$ cat src/hw/rtl/assert_macros.svh
// ----------------------------------------------------------------------------
// Assertion macros
// Shared concurrent assertion forms, clocked on clk and disabled in reset.
// ----------------------------------------------------------------------------
`ifndef ASSERT_MACROS_SVH
`define ASSERT_MACROS_SVH

// property holds on every clock edge outside reset
`define ASSERT_ALWAYS(label, prop, msg) \
    label: assert property (@(posedge clk) disable iff (!rst_n) (prop)) else $error(msg);

// antecedent implies consequent on the next clock edge
`define ASSERT_NEXT(label, ante, cons, msg) \
    label: assert property (@(posedge clk) disable iff (!rst_n) (ante) |=> (cons)) \
        else $error(msg);

`endif

$ cat src/hw/rtl/epc_pkg.sv
// ----------------------------------------------------------------------------
// Edge pulse counter package
// Shared constants, register indexes and types.
// ----------------------------------------------------------------------------
`default_nettype none

package epc_pkg;

    localparam int CHANNELS = 8;
    localparam int CH_W     = 3;
    localparam int COUNT_W  = 16;
    localparam int DIR_W    = 2;
    localparam int PERIOD_W = 16;
    localparam int LINK_W   = 3;
    localparam int CFG_W    = 24;
    localparam int INDEX_W  = 2;

    localparam logic [PERIOD_W-1:0] PERIOD_RESET = 16'd500;

    localparam logic [INDEX_W-1:0] REG_SNAPSHOT_PERIOD = 2'd0;
    localparam logic [INDEX_W-1:0] REG_LINK_ENABLE     = 2'd1;
    localparam logic [INDEX_W-1:0] REG_LINK_TARGETS    = 2'd2;

    localparam logic signed [DIR_W-1:0] DIR_NONE = 2'sb00;
    localparam logic signed [DIR_W-1:0] DIR_FWD  = 2'sb01;
    localparam logic signed [DIR_W-1:0] DIR_REV  = 2'sb11;

    typedef struct packed {
        logic [COUNT_W-1:0]      count;
        logic signed [DIR_W-1:0] dir;
    } lane_state_t;

endpackage

`default_nettype wire

$ cat src/hw/rtl/epc_in_if.sv
// ----------------------------------------------------------------------------
// Sample channel
// Valid/ready channel carrying one pin sample word per polling tick.
// ----------------------------------------------------------------------------
`default_nettype none

interface epc_in_if;

    logic       valid;
    logic       ready;
    logic [7:0] pin_sample;

    modport source (output valid, output pin_sample, input ready);
    modport sink   (input valid, input pin_sample, output ready);

endinterface

`default_nettype wire

$ cat src/hw/rtl/epc_out_if.sv
// ----------------------------------------------------------------------------
// Report channel
// Valid/ready channel carrying one channel word of a snapshot.
// ----------------------------------------------------------------------------
`default_nettype none

interface epc_out_if;

    logic                       valid;
    logic                       ready;
    logic [epc_pkg::CH_W-1:0]    channel;
    logic [epc_pkg::COUNT_W-1:0] pulse_count;
    logic signed [epc_pkg::DIR_W-1:0] direction;
    logic                       last;

    modport source (output valid, output channel, output pulse_count,
                    output direction, output last, input ready);
    modport sink   (input valid, input channel, input pulse_count,
                    input direction, input last, output ready);

endinterface

`default_nettype wire

$ cat src/hw/rtl/epc_lane.sv
// ----------------------------------------------------------------------------
// Counter lane
// One channel: falling edge detect, wrapping pulse count and direction.
// ----------------------------------------------------------------------------
`default_nettype none

module epc_lane (
    input  wire logic                 clk,
    input  wire logic                 rst_n,
    input  wire logic                 advance,
    input  wire logic                 pin,
    input  wire logic                 link_pin,
    input  wire logic                 link_en,
    output epc_pkg::lane_state_t      state
);

    logic                             prev_reg;
    logic [epc_pkg::COUNT_W-1:0]      count_reg;
    logic [epc_pkg::COUNT_W-1:0]      count_next;
    logic signed [epc_pkg::DIR_W-1:0] dir_reg;
    logic signed [epc_pkg::DIR_W-1:0] dir_next;
    logic                             fall;

    assign fall = prev_reg & ~pin;

    always_comb
    begin
        count_next = count_reg;
        dir_next   = dir_reg;
        if (fall)
        begin
            count_next = count_reg + epc_pkg::COUNT_W'(1);
            if (link_en)
            begin
                dir_next = link_pin ? epc_pkg::DIR_FWD : epc_pkg::DIR_REV;
            end
        end
    end

    always_ff @(posedge clk or negedge rst_n)
    begin
        if (!rst_n)
        begin
            prev_reg  <= 1'b0;
            count_reg <= '0;
            dir_reg   <= epc_pkg::DIR_NONE;
        end
        else if (advance)
        begin
            prev_reg  <= pin;
            count_reg <= count_next;
            dir_reg   <= dir_next;
        end
    end

    assign state.count = count_reg;
    assign state.dir   = dir_reg;

endmodule

`default_nettype wire

$ cat src/hw/rtl/epc_snap.sv
// ----------------------------------------------------------------------------
// Snapshot merge
// Capture all lanes at once and send them out one channel word per cycle while the report channel is ready.
// ----------------------------------------------------------------------------
`default_nettype none

`include "assert_macros.svh"

module epc_snap (
    input  wire logic                                        clk,
    input  wire logic                                        rst_n,
    input  wire logic                                        capture,
    input  wire epc_pkg::lane_state_t [epc_pkg::CHANNELS-1:0] lanes,
    output logic                                             free,
    epc_out_if.source                                        report
);

    epc_pkg::lane_state_t          buf_reg [epc_pkg::CHANNELS];
    logic [epc_pkg::CH_W-1:0]      idx_reg;
    logic [epc_pkg::CH_W-1:0]      idx_next;
    logic                          busy_reg;
    logic                          busy_next;
    logic                          take;
    logic                          is_last;

    assign take    = report.valid && report.ready;
    assign is_last = (idx_reg == epc_pkg::CH_W'(epc_pkg::CHANNELS - 1));
    assign free    = !busy_reg || (take && is_last);

    always_comb
    begin
        idx_next  = idx_reg;
        busy_next = busy_reg;
        if (capture)
        begin
            busy_next = 1'b1;
            idx_next  = '0;
        end
        else if (take)
        begin
            if (is_last)
            begin
                busy_next = 1'b0;
            end
            else
            begin
                idx_next = idx_reg + epc_pkg::CH_W'(1);
            end
        end
    end

    always_ff @(posedge clk or negedge rst_n)
    begin
        if (!rst_n)
        begin
            idx_reg  <= '0;
            busy_reg <= 1'b0;
        end
        else
        begin
            idx_reg  <= idx_next;
            busy_reg <= busy_next;
        end
    end

    always_ff @(posedge clk)
    begin
        if (capture)
        begin
            for (int i = 0; i < epc_pkg::CHANNELS; i++)
            begin
                buf_reg[i] <= lanes[i];
            end
        end
    end

    assign report.valid       = busy_reg;
    assign report.channel     = idx_reg;
    assign report.pulse_count = buf_reg[idx_reg].count;
    assign report.direction   = buf_reg[idx_reg].dir;
    assign report.last        = is_last;

    `ASSERT_ALWAYS(a_capture_free, !capture || free, "snapshot captured over pending words")
    `ASSERT_NEXT(a_capture_start, capture, report.valid && idx_reg == '0,
        "snapshot did not start at channel zero")
    `ASSERT_NEXT(a_hold_busy, take && !is_last, report.valid,
        "snapshot ended before last channel")
    `ASSERT_NEXT(a_end_idle, take && is_last && !capture, !report.valid,
        "word sent after last channel")

endmodule

`default_nettype wire

$ cat src/hw/rtl/edge_pulse_counter_with_direction.sv
// Snapshot words start in the cycle after the sample word that triggers the snapshot is accepted.
// Sample words are taken one per cycle, except that a snapshot tick waits
// until the previous snapshot drains its last word; a snapshot occupies the
// report channel for eight channel words, one per channel.
// Reset: counts, directions, previous pins and period counter clear to zero;
// snapshot period resets to 500, link enables and targets to zero.
// ----------------------------------------------------------------------------
// Edge pulse counter with direction
// Eight counter lanes with a snapshot merge stage and a period counter.
// ----------------------------------------------------------------------------
`default_nettype none

module edge_pulse_counter_with_direction (
    input  wire logic                          clk,
    input  wire logic                          rst_n,
    input  wire logic                          cfg_we,
    input  wire logic [epc_pkg::INDEX_W-1:0]   cfg_index,
    input  wire logic [epc_pkg::CFG_W-1:0]     cfg_wdata,
    epc_in_if.sink                             sample,
    epc_out_if.source                          report
);

    logic [epc_pkg::PERIOD_W-1:0]                   period_reg;
    logic [epc_pkg::CHANNELS-1:0]                   link_en_reg;
    logic [epc_pkg::CHANNELS*epc_pkg::LINK_W-1:0]   targets_reg;
    logic [epc_pkg::PERIOD_W-1:0]                   tick_reg;
    logic [epc_pkg::PERIOD_W-1:0]                   tick_next;
    logic [epc_pkg::PERIOD_W:0]                     tick_inc;
    logic                                           accept;
    logic                                           snap_tick;
    logic                                           snap_free;
    epc_pkg::lane_state_t [epc_pkg::CHANNELS-1:0]   lanes;

    always_ff @(posedge clk or negedge rst_n)
    begin
        if (!rst_n)
        begin
            period_reg  <= epc_pkg::PERIOD_RESET;
            link_en_reg <= '0;
            targets_reg <= '0;
        end
        else if (cfg_we)
        begin
            case (cfg_index)
                epc_pkg::REG_SNAPSHOT_PERIOD: period_reg  <= cfg_wdata[epc_pkg::PERIOD_W-1:0];
                epc_pkg::REG_LINK_ENABLE:     link_en_reg <= cfg_wdata[epc_pkg::CHANNELS-1:0];
                epc_pkg::REG_LINK_TARGETS:    targets_reg <= cfg_wdata;
                default:                      ;
            endcase
        end
    end

    assign snap_tick    = (tick_reg == '0);
    assign sample.ready = !snap_tick || snap_free;
    assign accept       = sample.valid && sample.ready;

    assign tick_inc  = {1'b0, tick_reg} + (epc_pkg::PERIOD_W + 1)'(1);
    assign tick_next = (tick_inc >= {1'b0, period_reg}) ? '0
                                                        : tick_inc[epc_pkg::PERIOD_W-1:0];

    always_ff @(posedge clk or negedge rst_n)
    begin
        if (!rst_n)
        begin
            tick_reg <= '0;
        end
        else if (accept)
        begin
            tick_reg <= tick_next;
        end
    end

    for (genvar i = 0; i < epc_pkg::CHANNELS; i++)
    begin : g_lane
        epc_lane u_lane (
            .clk      (clk),
            .rst_n    (rst_n),
            .advance  (accept),
            .pin      (sample.pin_sample[i]),
            .link_pin (sample.pin_sample[targets_reg[i*epc_pkg::LINK_W +: epc_pkg::LINK_W]]),
            .link_en  (link_en_reg[i]),
            .state    (lanes[i])
        );
    end

    epc_snap u_snap (
        .clk     (clk),
        .rst_n   (rst_n),
        .capture (accept && snap_tick),
        .lanes   (lanes),
        .free    (snap_free),
        .report  (report)
    );

endmodule

`default_nettype wire
$ cat src/flat_wrapper.sv
// flat-port wrapper written by rule: the top's interface ports become plain ports
module edge_pulse_counter_with_direction_flat 
  (clk, rst_n, cfg_we, cfg_index, cfg_wdata, sample_valid, sample_pin_sample, sample_ready, report_valid, report_channel, report_pulse_count, report_direction, report_last, report_ready);
  epc_in_if sample_i ();
  epc_out_if report_i ();
  input  wire logic clk;
  input  wire logic rst_n;
  input  wire logic cfg_we;
  input  wire logic [epc_pkg::INDEX_W-1:0] cfg_index;
  input  wire logic [epc_pkg::CFG_W-1:0] cfg_wdata;
  input wire logic [$bits(sample_i.valid)-1:0] sample_valid;
  input wire logic [$bits(sample_i.pin_sample)-1:0] sample_pin_sample;
  output wire logic [$bits(sample_i.ready)-1:0] sample_ready;
  output wire logic [$bits(report_i.valid)-1:0] report_valid;
  output wire logic [$bits(report_i.channel)-1:0] report_channel;
  output wire logic [$bits(report_i.pulse_count)-1:0] report_pulse_count;
  output wire logic [$bits(report_i.direction)-1:0] report_direction;
  output wire logic [$bits(report_i.last)-1:0] report_last;
  input wire logic [$bits(report_i.ready)-1:0] report_ready;
  assign sample_i.valid = sample_valid;
  assign sample_i.pin_sample = sample_pin_sample;
  assign sample_ready = sample_i.ready;
  assign report_valid = report_i.valid;
  assign report_channel = report_i.channel;
  assign report_pulse_count = report_i.pulse_count;
  assign report_direction = report_i.direction;
  assign report_last = report_i.last;
  assign report_i.ready = report_ready;
  edge_pulse_counter_with_direction u_core (.clk(clk), .rst_n(rst_n), .cfg_we(cfg_we), .cfg_index(cfg_index), .cfg_wdata(cfg_wdata), .sample(sample_i), .report(report_i));
endmodule
$ cat config.mk
export PLATFORM = sky130hd
export DESIGN_NAME = edge_pulse_counter_with_direction_flat
export DESIGN_NICKNAME = d
export VERILOG_FILES = /design/src/hw/rtl/epc_pkg.sv /design/src/hw/rtl/epc_in_if.sv /design/src/hw/rtl/epc_out_if.sv /design/src/hw/rtl/epc_lane.sv /design/src/hw/rtl/epc_snap.sv /design/src/hw/rtl/edge_pulse_counter_with_direction.sv /design/src/flat_wrapper.sv
export VERILOG_INCLUDE_DIRS = /design/src /design/src/hw/rtl
export SDC_FILE = /design/constraint.sdc
export NUM_CORES = 1
export LEC_CHECK = 0
export BUFFER_PORTS_ARGS = -buffer_cell sky130_fd_sc_hd__buf_2
export CORE_ASPECT_RATIO = 1.75
export CORE_UTILIZATION = 28
export CTS_CLUSTER_DIAMETER = 60
export DETAILED_ROUTE_END_ITERATION = 6
export GPL_ROUTABILITY_DRIVEN = 0
export PLACE_DENSITY_LB_ADDON = 0.1
export SYNTH_ARGS = -nofsm -noshare
export SYNTH_HDL_FRONTEND = slang
export SYNTH_HIERARCHICAL = 1
export SYNTH_SLANG_ARGS = --single-unit
$ cat constraint.sdc
create_clock -name clk -period 23.2 [get_ports clk]
set_input_delay 2.32 -clock clk [delete_from_list [all_inputs] [get_ports clk]]
set_output_delay 2.32 -clock clk [all_outputs]
set_load 0.03 [all_outputs]
==> results.tsv <==
stage	metric	value	unit
final_layout	final design utilization	32.8	%
worst_hold_path	endpoint with the worst hold slack	u_core/u_snap/buf_reg[6][0]	
sta	transition at the pin with the smallest max-transition slack	916	ps
clocking	CTS Sinks	364	
final_layout	post-synthesis to final-layout area growth	15.4	%
sta	post-route clock period utilization	24.6	%
critical_path	Crit. End Element	output port	
clocking	number of hold buffers added after CTS	0	
critical_path	critical path arrival	3390	ps
detailed_routing	number of nets with antenna violations after routing	0	
logic_synthesis	cell area after technology mapping	16000	sq um
critical_path	register-to-register setup slack	18960	ps
die	die area	58200	sq um
grt	initial antenna violation count	0	
power	total chip power	0.00194	W
logic_synthesis	Post-synth ARST share	60.4	%
clocking	clock transition at the register clock pins on the worst setup and hold paths after CTS	60	ps
grt	maximum number of pins on one net before global-route repair	149	
clocking	clock tree from TritonCTS	yes	
critical_path	endpoint of the worst register-to-register path	u_core/tick_reg[0]	
detailed_routing	number of vias in the routed layout	9067	
clocking	post-CTS sizing	0	
sta	setup repair after global routing missed its margin	no	
logic_synthesis	EDFF count, synth	144	
die	initial core utilization	28.4	%
logic_synthesis	Yosys Warn Count	6	
status	result of the run	finished, final reports clean	
clocking	root buffer selected by CTS	clkbuf_16	
sta	total setup violations reported at the end of the flow	0	
logic_synthesis	share of the synthesized area in the top cell type	33.4	%
logic_synthesis	top flip-flop cell by instance count after synthesis	dfrtp_1	
grt	wire length of the first global-routing pass	60000	microns
power	largest voltage drop on the vdd net	53.5	uV
logic_synthesis	number of library cell types mapped by synthesis	53	
grt	all-layer global routing usage	13.8	%
grt	number of global-route vias before repair	9616	
die	core area	56400	sq um
placement	quantity of I/O buffers inserted on ports	62	
logic_synthesis	library cell with the highest instance count after synthesis	dfrtp_1	
critical_path	maximum fanout along the worst path	2	
final_layout	layout net count	1271	
sta	Max Freq	0.175	GHz
clocking	clock latency at the later pin of the worst-skew pair	540	ps
final_layout	fraction of layout cells with a size suffix above 1	24.8	%
sta	final setup TNS	0	ps
detailed_routing	routed wirelength normalized by instance count	19.5	microns
critical_path	nature of the critical path startpoint	primary input	
sta	Final Hold Vio Count	0	
placement	detailed-placement wirelength estimate	26900	microns
sta	Final Max Slew Viols	0	
die	std cell rows	115	
critical_path	required time reported for the critical path endpoint	20880	ps
critical_path	start of the worst register-to-register path	u_core/tick_reg[0]	
clocking	H-tree lvl count	2	
logic_synthesis	Seq/Total Area, Yosys	61.4	%
die	Die Wd	183	microns
worst_hold_path	hold path startpoint	u_core/g_lane[6].u_lane/dir_reg[0]	
run	count of max-cap constraint violations	0	
logic_synthesis	synthesized netlist net count	1182	
critical_path	count of cells along the worst register-to-register path	12	
die	height of the die	318	microns
logic_synthesis	top cell type by total area after synthesis	dfrtp_1	
logic_synthesis	number of cells produced by synthesis	1115	
logic_synthesis	average size of a mapped cell	14.4	sq um
clocking	number of post-CTS setup repair buffers	0	
die	num ports	63	
sta	worst slew margin relative to its limit	38.9	%
detailed_routing	first-iteration detailed-routing DRC count	361	
power	P per Cell Area	105	nW/um^2
power	leak pwr	7.56	nW
detailed_routing	residual DRC count	0	
detailed_routing	aggregate routed wire length	39000	microns
worst_hold_path	Hold Path Stages	0	
detailed_routing	number of optimization iterations in the first detailed-route pass	4	
detailed_routing	post-detailed-route via-to-cell ratio	4.55	
clocking	maximum count of clock buffers along a single path	3	
logic_synthesis	cells taking the most area after synthesis	dfrtp_1 (33%), edfxtp_1 (27%), mux2_2 (4.8%)	
clocking	total clock buffers created by CTS	39	
logic_synthesis	commonest cells in the synthesized netlist	dfrtp_1 (214), edfxtp_1 (144), nand2_1 (116)	
sta	final clock skew	14.6	ps
final_layout	max reg flops	144	
worst_hold_path	worst hold path class	reg -> reg	
sta	fin crit period	5710	ps
grt	sum of overflow across all layers after global routing	0	
final_layout	number of antenna diodes	0	
logic_synthesis	flop and latch count out of synthesis	364	
critical_path	crit path kind	in -> out	
==> cell families (layout without fill, tap and decap cells) <==
group                      Yosys count  after routing  synth area share [%]
adders and majority gates           28             28                  2.19
and+or+nand+nor                    359            359                  12.4
DFF                                364            364                  61.4
muxes                              122            122                  12.8
xor gates and xnor gates           135            135                  7.38
buffers and inverters               48            167                  1.47
AOI/OAI and AO/OA                   59             59                  2.34
==> layout by cell type (no fill, tap or decap), drive strengths merged, types with 11 or more instances in the layout <==
cell type	count
dfrtp	214
edfxtp	144
nand2	117
xnor2	71
buf	70
mux2	68
xor2	64
nor2	61
nand3	56
mux4	52
clkbuf	47
o21ai	38
ha	28
and4	27
inv	26
nand4	20
clkinv	19
nor3	12
and3	11
nand3b	11
==> worst max-delay path by stage <==
stage | slack (ps) | cells past startpoint | to | startpoint
finish | 17490 | 5 | sample_ready | report_ready
global route | 17460 | 5 | sample_ready | report_ready
CTS | 17470 | 5 | sample_ready | report_ready
detailed placement | 17480 | 5 | sample_ready | report_ready
global placement | 17470 | 5 | sample_ready | report_ready
floorplan | 9560 | 5 | u_core/u_snap/buf_reg[0][0] | report_ready
==> metrics by stage <==
stage	hold slack, ps	area, sq um	std cells	worst slack (ps)
global route	453	18500	1994	17460
CTS	445	18500	1994	17470
detailed placement	431	17200	1923	17480
global placement	429	17200	1923	17470
floorplan	416	16000	1115	9560
finish	442	18500	1994	17490
==> power by group <==
group          internal, W  switching, W
logic             0.000190      0.000258
registers         0.000785     0.0000895
clock network     0.000359      0.000262
total              0.00133      0.000609
==> final cells by class <==
class                      instances  area (sq um)
sequential                       364          9840
tap                              760           951
clock inverter                    24           194
timing repair buffer              70           393
fill                            5709         37900
clock buffer                      47          1060
multi-input combinational        703          5960
inverter                          26          97.6
==> layer usage <==
layer | track usage [%] | vias up | share of wire (%)
met4 | 5.30 | 0 | 3.3
met3 | 2.07 | 53 | 3.2
met1 | 15.6 | 4588 | 40
met2 | 25.7 | 154 | 54
met5 | 0 | - | 0
li1 | - | 4272 | -
==> critical path, cell delays in order <==
cell and delay (ps):
buf_2 100, nand2_1 60, nand2_1 210, or3_1 490, buf_2 200
Note: power is estimated with default switching activity, not from simulation.
